$ cat src/rtl/rmsn_ram.sv
// Generic simple dual-port RAM (one write port, one read port) with registered read.
`default_nettype none
module rmsn_ram #(
   parameter int WIDTH = 16,
   parameter int DEPTH = 64
) (
   input  wire logic                     clock,
   input  wire logic                     wr_en,
   input  wire logic [$clog2(DEPTH)-1:0] wr_addr,
   input  wire logic [WIDTH-1:0]         wr_data,
   input  wire logic [$clog2(DEPTH)-1:0] rd_addr,
   output logic [WIDTH-1:0]              rd_data
);
   logic [WIDTH-1:0] mem [DEPTH];

   always_ff @(posedge clock) begin
      if (wr_en) mem[wr_addr] <= wr_data;
      rd_data <= mem[rd_addr];
   end
endmodule
`default_nettype wire

$ cat config.mk
export PLATFORM = sky130hd
export DESIGN_NAME = rmsn_ram
export DESIGN_NICKNAME = d
export VERILOG_FILES = /design/src/rtl/rmsn_ram.sv
export SDC_FILE = /design/constraint.sdc
export NUM_CORES = 1
export LEC_CHECK = 0
export CORE_ASPECT_RATIO = 2
export CORE_UTILIZATION = 30
export CTS_CLUSTER_DIAMETER = 50
export CTS_CLUSTER_SIZE = 10
export DETAILED_ROUTE_END_ITERATION = 8
export DONT_BUFFER_PORTS = 1
export GPL_ROUTABILITY_DRIVEN = 0
export GPL_TIMING_DRIVEN = 0
export MAX_ROUTING_LAYER = met4
export SLEW_MARGIN = 20
export SYNTH_ARGS = -nofsm -noshare
export SYNTH_HDL_FRONTEND = slang
export SYNTH_SLANG_ARGS = --single-unit
export TNS_END_PERCENT = 1
$ cat constraint.sdc
create_clock -name clock -period 3.2 [get_ports clock]
set_clock_uncertainty 0.15 [all_clocks]
set_input_delay 0.16 -clock clock [delete_from_list [all_inputs] [get_ports clock]]
set_output_delay 0.16 -clock clock [all_outputs]
set_load 0.01 [all_outputs]
# [After elaboration in Yosys (flattened, before gate mapping)]
# Memory sizes are Yosys's and may differ from the RTL's. A register that Yosys moved wholly into a read port is not among the register bits.
# Index checks and enable logic that the tools add are counted.
[op_classes] n_lt_le_gt_ge=0 n_addsub=0 shift=0 n_mul=0 eq_ne=0 bitwise=0 muxes=2 div=0 reduce_logical=0
[op_table] operator="$mux 1" n=2
[totals] latch_bits=0 mem_bits_ro=0 mem_bits_rw=1024 memories=1 register_bits=0
[mem_list] name="mem" words=64 width=16 rd=1 rd_ports_with_merged_regs=1 wr=1 line="14" rtl="logic [WIDTH-1:0] mem [DEPTH];"

# [Logic depth before layout (Yosys ltp)]
[depth] word_depth=2 ltp_mapped=10 ltp_nobuf=5

# [Least setup slack after synthesis]
# No wires, ideal clock.
[synth_timing] kind="input -> register" startpoint="in wr_addr[3]" endpoint="mem mem[48][0] (enable)" required_time_ps=2641 arrival_ps=1786 stages=4 slack_ps=855 setup_ps=409 cell_sequence="clkbuf_1 nor2b_1 nand4b_1 nor3_1"
[synth_lines] element="start: declaration" line="9" rtl="input wire logic [$clog2(DEPTH)-1:0] wr_addr,"
[synth_lines] element="end: declaration" line="14"
# No word-level cell before the write port.

# [Worst setup path after layout]
[layout_timing] startpoint="in wr_addr[2]" endpoint="mem mem[31][2] (enable)"
# No word-level cell before the write port.

==> summary.md <==
| Metric | Value |
|---|---|
| Status | finished clean |
| Non-Filler Instances | around 3,800 |
| Initial antenna violation count | 4 |
| Pin count of the biggest net entering global routing | between 60 and 70 |
| Cell variety after synth | 43 |
| # IOs | 46 |
| Crit start category | input pin |
| Post-synth top area share | about three quarters |
| Area growth from synthesis to layout | 17.1% |
| # DRC | 0 |
| Global-route wire length before repair | between 150,000 and 200,000 um |
| Routed wl met2 | just over 60,000 um |
| Final net count | 2,073 |
| Starting Density | 30.2% |
| Worst Hold Slack | approximately 100 ps |
| EDFF count, synth | around 1,000 |
| CTS tree | yes |
| Cells after Synth | 1,829 |
| Routed len/inst | between 20 and 30 um |
| MaxCap Viol Count | 0 |
| Least-Margin Pin Slew | between 1000 and 1500 ps |
| Psw | about 6.2 mW |
| CP Data Required Time | between 3000 and 4000 ps |
| RSZ-0062 raised after global routing | no |
| Core Box Area | 132,000 um^2 |
| Top cell type by total area after synthesis | edfxtp_1 |
| Critical Path Fanout Max | 16 |
| Syn avg cell area | about 22 um^2 |
| Most frequent cell after synthesis | edfxtp_1 |
| Layout cells sized above 1 | 28.7% |
| Period minus WS final | between 3000 and 4000 ps |
| Arrival time worst endpoint | 3200 ps |
| Vias in the first global route | between 20,000 and 25,000 |
| Routed Antenna Nets | 0 |
| Clock latency on the worst-skew pair | slightly above 700 ps |
| Highest clock rate | 331 MHz |
| Placed Instances | 3,606 |
| Die height | approximately 520 um |
| Die ar. | 135,000 um^2 |
| Vias | between 15,000 and 20,000 |
| Largest cells by area after synthesis | edfxtp_1, mux4_2, mux2i_1 |
| Clk sink count | roughly 1,000 |
| CTS Buffer Depth | 3 |
| Layout fillers | 12,100 |
| Peak VDD IR | roughly 0.44 mV |
| Final hold viol count | 0 |
| Vias per cell | ~5.1 |
| Multi-input logic area | between 8000 and 9000 um^2 |
| Grt ovf | 0 |
| Power per Cell Area | ~600 nW/um^2 |
| Clk slew on worst S/H paths | 60 ps |
| 1st-pass router iterations | 5 |
| Sequential share of power | between 50% and 60% |
| Register area share after synthesis | roughly 78% |
| Clk root buf | clkbuf_16 |
| Post-Syn Area | between 40,000 and 50,000 um^2 |
| Final Cycle Share | about 95% |
| Setup_tns | 0 ps |
| CP Class | input pin to register |
| Combinational power share | under 10% |
| Relative slew slack | between 10% and 20% |
| Met3 wire length | between 5000 and 6000 um |
| Switching Fraction | about 22% |
| Register area | between 30,000 and 40,000 um^2 |
| Setup bufs post-CTS | 0 |
| Top sig layer | met4 |
| Total global-route track usage | roughly 17% |
| Int Power | 22.1 mW |
| Worst hold path class | input pin to register |
| Pins Over Slew Limit | 0 |
| Post-layout util | approximately 35% |
| Yosys reg bits | approximately 1,000 |
| LEAKAGE | between 10 and 15 nW |
| Mapped Nets | about 1,900 |
| H-tree levels | 3 |
| Async set or reset register ratio after synthesis | 0% |
| Die width | between 200 and 300 um |
| Synth top cells by count | edfxtp_1, mux4_2, mux2i_1, nor2_1, nand2_1 |
| CTS Buf Count | between 100 and 150 |
| PortBufs | 0 |
| Warnings from Yosys | 0 |
| Total Routed Length | 112,000 um |
| # rows | approximately 190 |
| Main flop type after synthesis | edfxtp_1 |
| Worst setup EP type | register |
| Wire length on met1 | between 30,000 and 40,000 um |
| Dpl hpwl | approximately 80,000 um |
| Initial drt markers | roughly 1,400 |
| Clock Power Share | roughly two fifths |
| Setup violators final | 0 |
==> cells in the final DEF (no fill, tap or decap), drive strengths merged, types with 6 or more instances in the layout <==
cell type    count
a211o            8
a211oi           8
a21oi           17
a221o            6
a221oi          16
a22o             6
a22oi           39
a311oi           8
a31oi            8
buf            151
clkbuf         165
dfxtp           16
dlygate4sd3     24
edfxtp        1024
inv              6
mux2            27
mux2i           85
mux4           224
nand2           60
nand3           24
nand4           12
nor2            74
nor2b           30
o21ai            8
==> worst paths after layout <==
path                         start                   end  slack, ps  cells past startpoint
max                     wr_addr[2]  mem[31][2]$_DFFE_PP_        180                      4
min                     rd_addr[1]    rd_data[6]$_DFF_P_        100                      5
max reg2reg   mem[18][0]$_DFFE_PP_    rd_data[0]$_DFF_P_        330                      5
min reg2reg  mem[26][10]$_DFFE_PP_   rd_data[10]$_DFF_P_        840                      4
==> sequential cells by signal, indices dropped and copies added, names as in the netlist <==
name / count
mem: 1024
rd_data: 16
==> per-stage QoR <==
stage | area, um^2 | setup slack (ps) | power, mW
after floorplan | 40000 | 855 | 16.2
after global placement | 42200 | -602 | 16.7
after detailed placement | 43100 | -291 | 16.7
after CTS | 46900 | 319 | 28.5
after global routing | 46900 | 185 | 29.0
final | 46900 | 175 | 28.3
==> power groups by stage <==
stage | Clock (mW) | Sequential [mW] | Combinational [mW]
finish | 11.5 | 15.1 | 1.62
global placement | 0 | 15.4 | 1.25
floorplan | 0 | 15.4 | 0.781
detailed placement | 0 | 15.4 | 1.29
global route | 12.2 | 15.1 | 1.67
CTS | 11.7 | 15.1 | 1.63
==> routing by layer <==
layer,GRT usage [%],up-vias
li1,-,8060
met1,15.5,10200
met2,31.4,738
met3,2.36,291
met4,13.8,0
met5,-,-
==> timing repair <==
item / 4_1_cts / 5_1_grt
resized for setup: 0 / 0
endpoints found under the hold margin: 1100 / 0
hold buffers: 40 / 0
==> cell families (layout without fill, tap and decap cells) <==
family	after synthesis	count (layout)	synth area share, %
AND/OR/NAND/NOR	220	220	2.65
multiplexers	336	336	15.5
other	0	5	0
buffers and inverters	104	349	1.83
AO/OA/AOI/OAI	129	129	2.41
flip-flops	1040	1040	77.6
==> area by class of cell <==
type                            count  area share, %
Tap cell                         1719           4.59
Clock inverter                      9          0.339
Antenna cell                        5         0.0267
Sequential cell                  1040           66.3
Buffer                            104           1.56
Timing Repair Buffer               98           2.86
Multi-Input combinational cell    685           18.1
Clock buffer                      138           6.28
==> critical path, stage by stage <==
cell           delay, ps
dlygate4sd3_1        530
clkbuf_1             420
nand4_1              970
nor2_2              1100
Power figures use the tool's default switching activity.
